File: config.mk
export PLATFORM = sky130hd
export DESIGN_NAME = stall_window_detector
export DESIGN_NICKNAME = d
export VERILOG_FILES = /design/src/hw/rtl/swd_pkg.sv /design/src/hw/rtl/swd_cell.sv /design/src/hw/rtl/swd_ctrl.sv /design/src/hw/rtl/stall_window_detector.sv
export SDC_FILE = /design/constraint.sdc
export NUM_CORES = 2
export LEC_CHECK = 0
export ABC_AREA = 1
export CAP_MARGIN = 15
export CELL_PAD_IN_SITES_DETAIL_PLACEMENT = 1
export CELL_PAD_IN_SITES_GLOBAL_PLACEMENT = 1
export CORE_MARGIN = 2
export CORE_UTILIZATION = 26
export CTS_BUF_LIST = sky130_fd_sc_hd__clkbuf_8
export DETAILED_ROUTE_END_ITERATION = 8
export DONT_BUFFER_PORTS = 1
export GPL_TIMING_DRIVEN = 1
export PLACE_DENSITY_LB_ADDON = 0.12
export SLEW_MARGIN = 20
export SYNTH_ARGS = -nofsm -noshare
export SYNTH_HDL_FRONTEND = slang
export SYNTH_SLANG_ARGS = --single-unit
File: constraint.sdc
create_clock -name clock -period 126.3 [get_ports clock]
set_clock_uncertainty 0.2 [all_clocks]
set_input_delay 18.945 -clock clock [delete_from_list [all_inputs] [get_ports clock]]
set_output_delay 18.945 -clock clock [all_outputs]
set_load 0.1 [all_outputs]
File: src/hw/rtl/swd_pkg.sv
// swd_pkg: shared types and constants for the stall window detector.
// No dependencies; imported by every RTL module and the testbench.
package swd_pkg;

   localparam int SWD_WINDOW    = 64;
   localparam int SWD_DATA_W    = 32;
   localparam int SWD_THRESH_W  = 31;
   localparam int SWD_CSR_IDX_W = 1;

   // CSR register indexes
   localparam logic [SWD_CSR_IDX_W-1:0] CSR_FREQ_THRESHOLD = 1'b0;
   localparam logic [SWD_CSR_IDX_W-1:0] CSR_POS_ACCURACY   = 1'b1;

   typedef enum logic [1:0] {
      ST_IDLE,
      ST_SCAN,
      ST_EVAL,
      ST_HOLD
   } state_type;

   // Controls from sequencer to datapath
   typedef struct packed {
      logic load;    // shift a new item into the head of the chain
      logic rotate;  // circulate the chain by one cell
      logic first;   // first rotate cycle: tail is the oldest entry
      logic eval;    // compute spread and flag
      logic emit;    // move flag into the result register
      logic full;    // window has filled
   } ctrl_type;

endpackage

File: src/hw/rtl/swd_cell.sv
// swd_cell: one window cell, holds a position and a frequency sample.
// Hands its contents to the next cell whenever the chain shifts. Uses swd_pkg.
module swd_cell
   import swd_pkg::*;
(
   input  logic                         clock,
   input  logic                         shift_en,
   input  logic signed [SWD_DATA_W-1:0] pos_in,
   input  logic signed [SWD_DATA_W-1:0] freq_in,
   output logic signed [SWD_DATA_W-1:0] pos_out,
   output logic signed [SWD_DATA_W-1:0] freq_out
);

   logic signed [SWD_DATA_W-1:0] pos_ff;
   logic signed [SWD_DATA_W-1:0] freq_ff;

   always_ff @(posedge clock) begin
      if (shift_en) begin
         pos_ff  <= pos_in;
         freq_ff <= freq_in;
      end
   end

   assign pos_out  = pos_ff;
   assign freq_out = freq_ff;

endmodule

File: src/hw/rtl/swd_ctrl.sv
// swd_ctrl: sequencer for one item - load, rotate scan, evaluate, hand off.
// Also keeps the saturating fill count. Uses swd_pkg.
module swd_ctrl
   import swd_pkg::*;
#(
   parameter int WINDOW = SWD_WINDOW
)
(
   input  logic     clock,
   input  logic     reset,
   input  logic     req_valid,
   output logic     req_stall,
   input  logic     out_free,
   output ctrl_type ctrl
);

   localparam int CNT_W  = $clog2(WINDOW);
   localparam int FILL_W = $clog2(WINDOW + 1);

   state_type         state_ff, state_in;
   logic [CNT_W-1:0]  scan_cnt_ff, scan_cnt_in;
   logic [FILL_W-1:0] fill_ff, fill_in;
   logic              accept;
   logic              scan_last;

   assign accept    = req_valid && (state_ff == ST_IDLE);
   assign scan_last = (scan_cnt_ff == CNT_W'(WINDOW - 1));

   // next state
   always_comb begin
      state_in = state_ff;
      case (state_ff)
         ST_IDLE: begin
            if (accept) state_in = ST_SCAN;
         end
         ST_SCAN: begin
            if (scan_last) state_in = ST_EVAL;
         end
         ST_EVAL: begin
            state_in = ST_HOLD;
         end
         ST_HOLD: begin
            if (out_free) state_in = ST_IDLE;
         end
         default: begin
            state_in = ST_IDLE;
         end
      endcase
   end

   // outputs
   always_comb begin
      req_stall   = (state_ff != ST_IDLE);
      ctrl.load   = accept;
      ctrl.rotate = (state_ff == ST_SCAN);
      ctrl.first  = (state_ff == ST_SCAN) && (scan_cnt_ff == '0);
      ctrl.eval   = (state_ff == ST_EVAL);
      ctrl.emit   = (state_ff == ST_HOLD) && out_free;
      ctrl.full   = (fill_ff == FILL_W'(WINDOW));
   end

   always_comb begin
      scan_cnt_in = '0;
      if (state_ff == ST_SCAN && !scan_last) scan_cnt_in = scan_cnt_ff + 1'b1;
      fill_in = fill_ff;
      if (accept && !ctrl.full) fill_in = fill_ff + 1'b1;
   end

   always_ff @(posedge clock) begin
      if (reset) begin
         state_ff    <= ST_IDLE;
         scan_cnt_ff <= '0;
         fill_ff     <= '0;
      end else begin
         state_ff    <= state_in;
         scan_cnt_ff <= scan_cnt_in;
         fill_ff     <= fill_in;
      end
   end

endmodule

File: src/hw/rtl/stall_window_detector.sv
// stall_window_detector: top level, sliding-window motor stall detector.
// Depends on swd_pkg, swd_cell (window chain) and swd_ctrl (sequencer).
//
//  channel | ports                                  | direction
//  --------+----------------------------------------+----------
//  req     | req_valid/req_stall, position,frequency| in
//  rsp     | rsp_valid/rsp_stall, cannot_drive      | out
//  csr     | csr_wr_en, csr_index, csr_wdata        | in, write only
//
// Steps per item: shift the item in on accept, circulate the chain past the tail
//   min/max tracker, compare, then hand the result off.
// Reset: synchronous, clears sequencer, fill count, CSRs and rsp_valid; the chain is
//   not cleared, the flag is forced 0 until the window fills.
// Stalls: rsp_stall only delays the hand-off; a new item may be taken while the
//   previous result still waits in rsp.
module stall_window_detector
   import swd_pkg::*;
#(
   parameter int WINDOW = SWD_WINDOW
)
(
   input  logic                         clock,
   input  logic                         reset,
   // input items
   input  logic                         req_valid,
   output logic                         req_stall,
   input  logic signed [SWD_DATA_W-1:0] req_position,
   input  logic signed [SWD_DATA_W-1:0] req_frequency,
   // result items
   output logic                         rsp_valid,
   input  logic                         rsp_stall,
   output logic                         rsp_cannot_drive,
   // configuration
   input  logic                         csr_wr_en,
   input  logic [SWD_CSR_IDX_W-1:0]     csr_index,
   input  logic [SWD_DATA_W-1:0]        csr_wdata
);

   ctrl_type ctrl;
   logic     out_free;

   // ---------------- configuration registers ----------------
   logic [SWD_THRESH_W-1:0] freq_threshold_ff;
   logic [SWD_DATA_W-1:0]   pos_accuracy_ff;

   always_ff @(posedge clock) begin
      if (reset) begin
         freq_threshold_ff <= '0;
         pos_accuracy_ff   <= '0;
      end else if (csr_wr_en) begin
         case (csr_index)
            CSR_FREQ_THRESHOLD: freq_threshold_ff <= csr_wdata[SWD_THRESH_W-1:0];
            CSR_POS_ACCURACY:   pos_accuracy_ff   <= csr_wdata;
            default: ;
         endcase
      end
   end

   // ---------------- sequencer ----------------
   swd_ctrl #(
      .WINDOW (WINDOW)
   ) u_ctrl (
      .clock     (clock),
      .reset     (reset),
      .req_valid (req_valid),
      .req_stall (req_stall),
      .out_free  (out_free),
      .ctrl      (ctrl)
   );

   // ---------------- cell chain ----------------
   // Cell 0 is the newest item, cell WINDOW-1 the oldest. On load the chain
   // shifts and the oldest drops out; during the scan the tail feeds back to
   // the head, so after WINDOW rotations every cell is back in place.
   logic signed [SWD_DATA_W-1:0] pos_q  [WINDOW];
   logic signed [SWD_DATA_W-1:0] freq_q [WINDOW];
   logic signed [SWD_DATA_W-1:0] head_pos, head_freq;
   logic signed [SWD_DATA_W-1:0] tail_pos, tail_freq;
   logic                         shift_en;

   assign tail_pos  = pos_q[WINDOW-1];
   assign tail_freq = freq_q[WINDOW-1];
   assign head_pos  = ctrl.load ? req_position  : tail_pos;
   assign head_freq = ctrl.load ? req_frequency : tail_freq;
   assign shift_en  = ctrl.load || ctrl.rotate;

   for (genvar i = 0; i < WINDOW; i++) begin : g_cell
      if (i == 0) begin : g_head
         swd_cell u_cell (
            .clock    (clock),
            .shift_en (shift_en),
            .pos_in   (head_pos),
            .freq_in  (head_freq),
            .pos_out  (pos_q[i]),
            .freq_out (freq_q[i])
         );
      end else begin : g_body
         swd_cell u_cell (
            .clock    (clock),
            .shift_en (shift_en),
            .pos_in   (pos_q[i-1]),
            .freq_in  (freq_q[i-1]),
            .pos_out  (pos_q[i]),
            .freq_out (freq_q[i])
         );
      end
   end

   // ---------------- tail tracker ----------------
   // On the first scan cycle the tail holds the oldest frequency; its
   // magnitude is taken then. Position min/max run over every scan cycle.
   logic signed [SWD_DATA_W-1:0] lo_ff, lo_in, hi_ff, hi_in;
   logic                         freq_ok_ff, freq_ok_in;
   logic [SWD_DATA_W-1:0]        freq_mag;
   logic [SWD_DATA_W:0]          spread;
   logic                         flag_ff, flag_in;

   // most negative input wraps to 2^31, which is right as unsigned
   assign freq_mag = tail_freq[SWD_DATA_W-1] ? (~tail_freq + 1'b1) : tail_freq;

   always_comb begin
      lo_in      = lo_ff;
      hi_in      = hi_ff;
      freq_ok_in = freq_ok_ff;
      if (ctrl.first) begin
         lo_in      = tail_pos;
         hi_in      = tail_pos;
         freq_ok_in = (freq_mag > {1'b0, freq_threshold_ff});
      end else if (ctrl.rotate) begin
         if (tail_pos < lo_ff) lo_in = tail_pos;
         if (tail_pos > hi_ff) hi_in = tail_pos;
      end
   end

   // hi >= lo, so the 33-bit difference is non-negative and fits 32 bits
   assign spread = {hi_ff[SWD_DATA_W-1], hi_ff} - {lo_ff[SWD_DATA_W-1], lo_ff};

   always_comb begin
      flag_in = flag_ff;
      if (ctrl.eval) begin
         flag_in = ctrl.full && freq_ok_ff && (spread[SWD_DATA_W-1:0] <= pos_accuracy_ff);
      end
   end

   always_ff @(posedge clock) begin
      lo_ff      <= lo_in;
      hi_ff      <= hi_in;
      freq_ok_ff <= freq_ok_in;
      flag_ff    <= flag_in;
   end

   // ---------------- result register ----------------
   logic rsp_valid_ff, rsp_valid_in;
   logic rsp_cannot_drive_ff, rsp_cannot_drive_in;

   assign out_free = !rsp_valid_ff || !rsp_stall;

   always_comb begin
      rsp_valid_in        = rsp_valid_ff;
      rsp_cannot_drive_in = rsp_cannot_drive_ff;
      if (ctrl.emit) begin
         rsp_valid_in        = 1'b1;
         rsp_cannot_drive_in = flag_ff;
      end else if (!rsp_stall) begin
         rsp_valid_in = 1'b0;
      end
   end

   always_ff @(posedge clock) begin
      if (reset) begin
         rsp_valid_ff <= 1'b0;
      end else begin
         rsp_valid_ff <= rsp_valid_in;
      end
      rsp_cannot_drive_ff <= rsp_cannot_drive_in;
   end

   assign rsp_valid        = rsp_valid_ff;
   assign rsp_cannot_drive = rsp_cannot_drive_ff;

`ifndef SYNTHESIS
   // a result is only written into a free output register
   a_emit_free: assert property (@(posedge clock) disable iff (reset)
      ctrl.emit |-> (!rsp_valid_ff || !rsp_stall))
      else $error("result emitted over a pending item");

   // a new item never arrives in the middle of a scan
   a_load_rotate: assert property (@(posedge clock) disable iff (reset)
      !(ctrl.load && ctrl.rotate))
      else $error("load during rotate");

   // after an accept the input side is held off while the chain circulates
   a_busy_after_accept: assert property (@(posedge clock) disable iff (reset)
      (req_valid && !req_stall) |=> (req_stall && ctrl.rotate && ctrl.first))
      else $error("scan did not start after accept");

   // a stall flag only comes out of a full window
   a_flag_full: assert property (@(posedge clock) disable iff (reset)
      (rsp_valid && rsp_cannot_drive && $rose(rsp_valid)) |-> ctrl.full)
      else $error("flag set before window filled");
`endif

endmodule

-- After elaboration in Yosys (flattened, before gate mapping)
Cells that the tools add are included.
- logic and storage cells: 199
- output and inout bits: 3
- bits of input ports: 102
- register bits: 4242
- add/subtract/negate cells: 4
- muxes and demuxes: 15
- magnitude comparators: 4
- reductions and logical operators: 25
- equality and inequality tests: 9
- bitwise gates (word level): 3
- operators with widths (cell ; count):
    $mux W32 ; 9
    $add A32 B1 Y32 const B ; 1
    $gt A32 B31 Y1 ; 1
    $gt A32 B32 Y1 ; 1
    $le A32 B32 Y1 ; 1
    $lt A32 B32 Y1 ; 1
    $not A32 Y32 ; 1
    $sub A32 B32 Y32 ; 1
    $ne A2 B1 Y1 const B ; 4
    $pmux W2 S4 ; 1
    $reduce_and A2 Y1 ; 4
    $reduce_bool A2 Y1 ; 4
    $add A7 B1 Y7 const B ; 1
    $eq A7 B7 Y1 const B ; 1
    $logic_and A1 B1 Y1 ; 7
    $add A6 B1 Y6 const B ; 1
    $eq A6 B6 Y1 const B ; 1
    $logic_not A6 Y1 ; 1
    $mux W2 ; 3
    $eq A2 B2 Y1 const B ; 2
    $logic_not A1 Y1 ; 4
    $reduce_and A3 Y1 ; 1
    $eq A2 B1 Y1 const B ; 1
    $logic_not A2 Y1 ; 1
    4 further kinds ; 7

-- Depth between registers and ports, before layout
- word-level depth: 5
- mapped depth: 21
- mapped depth without buffers: 21

-- Modules after synthesis
Synthesis repeated with hierarchy kept, for this count alone.
- cell total of the unflattened synthesis: 5678
- area total of the unflattened synthesis: 134601.6 um2
- by module, submodules not included (module ; cells each ; times used ; area an instance (um2)):
    swd_cell ; 64 ; 64 ; 1921.8
    stall_window_detector ; 1466 ; 1 ; 10749.1
    swd_ctrl ; 116 ; 1 ; 854.6

-- Worst setup path before layout
No wires, ideal clock.
- path kind: input to register
- start: in req_valid
- end: reg g_cell[0].g_head.u_cell.freq_ff[0], enable pin
- data arrival time: 85232 ps
- data required time: 98956 ps
- library setup time: 27144 ps
- stages on the path: 3
- slack: 13724 ps
- path buffers: 1
- cell sequence: nand2_1 clkbuf_1 nand2_1
- cells in the longest elaborated chain, start to end: 2
- RTL lines (element ; RTL line ; RTL):
    start, declared ; stall_window_detector.sv:25 ; input logic req_valid,
    $logic_and A1 B1 Y1 ; swd_ctrl.sv:26 ; assign accept = req_valid && (state_ff == ST_IDLE);
    $logic_or A1 B1 Y1 ; stall_window_detector.sv:85 ; assign shift_en = ctrl.load || ctrl.rotate;
    named net g_cell[0].g_head.u_cell.shift_en ; swd_cell.sv:7 ; input logic shift_en,
    end signal, assigned ; swd_cell.sv:20 ; freq_ff <= freq_in;
    end, declared ; swd_cell.sv:15 ; logic signed [SWD_DATA_W-1:0] freq_ff;
The timed path passes the listed nets, and every way through them passes these cells.
A chain may end at the register's enable or synchronous reset.

-- Worst setup path after layout
- start: in req_valid
- end: reg g_cell[45].g_body.u_cell.freq_ff[21], enable pin
- cells in the longest elaborated chain, start to end: 2
- RTL lines (element ; RTL line):
    $logic_and A1 B1 Y1 ; swd_ctrl.sv:26
    $logic_or A1 B1 Y1 ; stall_window_detector.sv:85
    named net g_cell[0].g_head.u_cell.shift_en ; swd_cell.sv:7
    end signal, assigned ; swd_cell.sv:20
    end, declared ; swd_cell.sv:15
The timed path passes the listed nets, and every way through them passes these cells.

==> metrics.csv <==
stage,metric,value,unit
floorplanning,Top-Level Pins,105,
sta,Final Cycle Share,20.60,%
sta,Final Hold Viols,0,
clock_tree,Clock H-tree levels,6,
grt,first-pass GRT wire length,368.1,mm
floorplanning,Horiz. Die Dim,723.2,um
route,WL/cell,17.43,um
clock_tree,TritonCTS buffer count,727,
route,DR iter-0 viols,4653,
worst_setup_path,CP Launch Type,primary input,
placed_design,Routability Congestion,0.7208,
synth,net count after synthesis,5931,
synth,sequential fraction of the synthesis area,94.13,%
synth,YS warnings,0,
synth,prevailing post-synth register cell,edfxtp_1,
finish,fraction of layout cells with a size suffix above 1,13.74,%
clock_tree,"Hold-fix buffers, CTS",0,
sta,final slew viol count,0,
floorplanning,Initial Utilization,26.07,%
run,MaxCap Viol Count,0,
route,Vias,52760,
clock_tree,worst skew pair latency,1.21,ns
floorplanning,Die Area,0.5230,sq mm
worst_setup_path,CP Max Fanout,186,
worst_setup_path,"Req. time, crit path",126.93,ns
clock_tree,post_cts resized,0,
sta,Slew HR,22.10,%
synth,Post-synth top cells,"4,163 x edfxtp_1, 358 x nand2_1, 236 x inv_1",
floorplanning,core area,0.5160,sq mm
synth,synthesized cell area,0.1345,sq mm
synth,count of cell types in the netlist,43,
worst_setup_path,worst path cell trace,nand2_4 -> nand2_4 -> buf_12 -> buf_4 -> buf_4 -> buf_4 -> buf_12 -> buf_12 -> buf_4 -> buf_4,
clock_tree,CTS max path bufs,4,
synth,Synth Area per Inst,23.76,sq um
grt,number of global-route vias before repair,55840,
synth,ranking of synthesized cells by area,"edfxtp_1 93%, ha_1 1.6%, dfxtp_1 1.2%, nand2_1 1.0%, a21oi_1 0.66%",
worst_setup_path,Max stage delay on crit path,0.89,ns
grt,initial antenna violation count,42,
power,VDD IR-drop max,20.70,uV
worst_setup_path,Crit Path Class,primary input to flop,
sta,min Tclk post-route,26.02,ns
power,Pwr Density,29.77,mW/mm^2
synth,post-synth top area cell,edfxtp_1,
floorplanning,die height,723.2,um
finish,area delta synth->final,16.57,%
clock_tree,CTS tree,built,
placed_design,DP Area,0.1436,sq mm
route,final WL,242.7,mm
synth,Yosys top cell area share,92.95,%
run_status,status,completed,
sta,Fin Setup TNS,0,ns
power,Leakage,53.16,nW
worst_setup_path,Crit-path slowest cell,buf_4,
route,number of vias per cell,3.788,
worst_setup_path,most frequent cell on the critical path,buf_4,
power,total chip power,0.004668,W
synth,asr flop ratio synth,0,%
clock_tree,clock root buffer,clkbuf_8,
clock_tree,Post-CTS Repair Setup Buffers,0,
sta,Final setup viols,0,
route,ANT nets after route,0,
floorplanning,FP Rows,264,
synth,Synth Instances,5660,
worst_setup_path,Worst Path Buf+Inv,8,
worst_setup_path,CP top delay family,buffers and inverters,
clock_tree,clock-pin slew on the worst setup and hold paths,0.06,ns
placed_design,dpl cells,12610,
route,drt first pass iters,5,
synth,count of flip-flops with a built-in enable after synthesis,4163,
min_path,hold crit path type,flop to flop,
sta,Least-Margin Pin Slew,1.168,ns
clock_tree,clock sink count,4242,
finish,Nets,6692,
finish,fin cells,13930,
sta,RSZ-0062 raised after global routing,no,
route,drt drc,0,
placed_design,DP HPWL,132.8,mm
finish,Final Cell Area,0.1568,sq mm
grt,GRT overflow,0,
synth,"count leader, synth",edfxtp_1,
placed_design,port bufs,0,
grt,Total GRT Usage,9.221,%
grt,largest net degree at the start of global routing,207,
worst_setup_path,Worst Setup End Kind,flop,
synth,"flops & latches, synth",4242,
worst_setup_path,WP data arrival,26.65,ns
sta,Max Clk Rate,38.43,MHz
-- report_power, final --
group	switching, W	total (W)	internal, W
clock	0.000563	0.00113	0.000563
sequential	0.000248	0.00293	0.00269
combinational	0.000503	0.000607	0.000104
-- stage by stage --
step                setup slack [ns]  utilization, %  hold slack (ns)
finish                        100.28           30.39           0.1436
global route                   99.80           30.38           0.1342
CTS                           100.46           30.37          0.09457
detailed placement             98.93           27.84           0.2051
global placement               99.31           27.83           0.2002
floorplan                      13.72               -           0.2003
-- logic make-up after synthesis --
logic type / after synthesis / share of synthesized area [%]
flops: 4242 / 94.13
fa+ha+maj: 169 / 1.578
buf+inv: 277 / 0.7731
xor+xnor: 52 / 0.3386
compound gates: 358 / 1.447
simple gates: 562 / 1.736
-- cell usage in the layout, fill, tap and decap left out, types with 4 or more instances in the layout --
master	instances
inv_8	6
buf_4	55
inv_12	12
xor2_1	44
o21ai_1	4
buf_12	7
inv_6	13
a21o_1	9
clkinv_2	62
inv_1	505
xnor2_1	8
a21oi_1	177
nand3_1	38
nand2_1	355
nor3_1	20
clkinv_8	6
bufinv_16	10
dfxtp_1	79
o211ai_1	7
ha_1	168
nor3b_1	4
o21ai_0	126
clkbuf_8	730
diode_2	9
nor2_1	101
clkinv_1	182
o21a_1	9
nand4_1	20
edfxtp_1	4163
nor2_2	6
inv_16	4
a31oi_1	4
inv_2	6
a211oi_1	7
clkinvlp_4	16
nor4_1	4
-- final cells by class --
cell class	count	area, sq um
antenna	9	22.52
clock buffer	730	10050
clock inverter	582	3012
fill	51650	359200
inverter	242	910.9
multi-input combinational	1141	6894
sequential	4242	126600
tap	6916	8653
timing repair buffer	67	641.9
-- path summary, 6_finish.rpt --
check	startpoint	to	slack, ns	cells past startpoint
max reg2reg	u_ctrl.state_ff[1]	g_cell[45].g_body.u_cell.freq_out[21]	117.27	12
min	g_cell[53].g_body.u_cell.freq_out[31]	g_cell[54].g_body.u_cell.freq_out[31]	0.14	0
min reg2reg	g_cell[53].g_body.u_cell.freq_out[31]	g_cell[54].g_body.u_cell.freq_out[31]	0.14	0
max	req_valid	g_cell[45].g_body.u_cell.freq_out[21]	100.28	10
-- metal layers --
metal	part of all wire (%)	track usage (%)	up-vias	wire, um
met2	42	12.45	1223	100900
met5	0.029	0	-	70
li1	-	-	23740	-
met1	47	13.63	27140	115300
met4	3.5	3.775	10	8426
met3	7.4	2.781	644	18050
-- worst register-to-register path: cells and delay by family (launching register included) --
kind	cells	cell delay, ns
adder cells (fa/ha/maj)	1	0.25
flip-flops	1	0.33
AND/OR/NAND/NOR	2	0.67
buffers and inverters	9	7.16
-- flip-flops by register name, indices dropped and copies added, names as in the netlist --
signal                         cells
flag_ff                            1
freq_ok_ff                         1
freq_threshold_ff                 31
g_cell.g_body.u_cell.freq_out   2016
g_cell.g_body.u_cell.pos_out    2016
g_cell.g_head.u_cell.freq_out     32
g_cell.g_head.u_cell.pos_out      32
hi_ff                             32
lo_ff                             32
pos_accuracy_ff                   32
rsp_cannot_drive                   1
rsp_valid                          1
u_ctrl.fill_ff                     7
u_ctrl.scan_cnt_ff                 6
u_ctrl.state_ff                    2
Power figures use the tool's default switching activity.
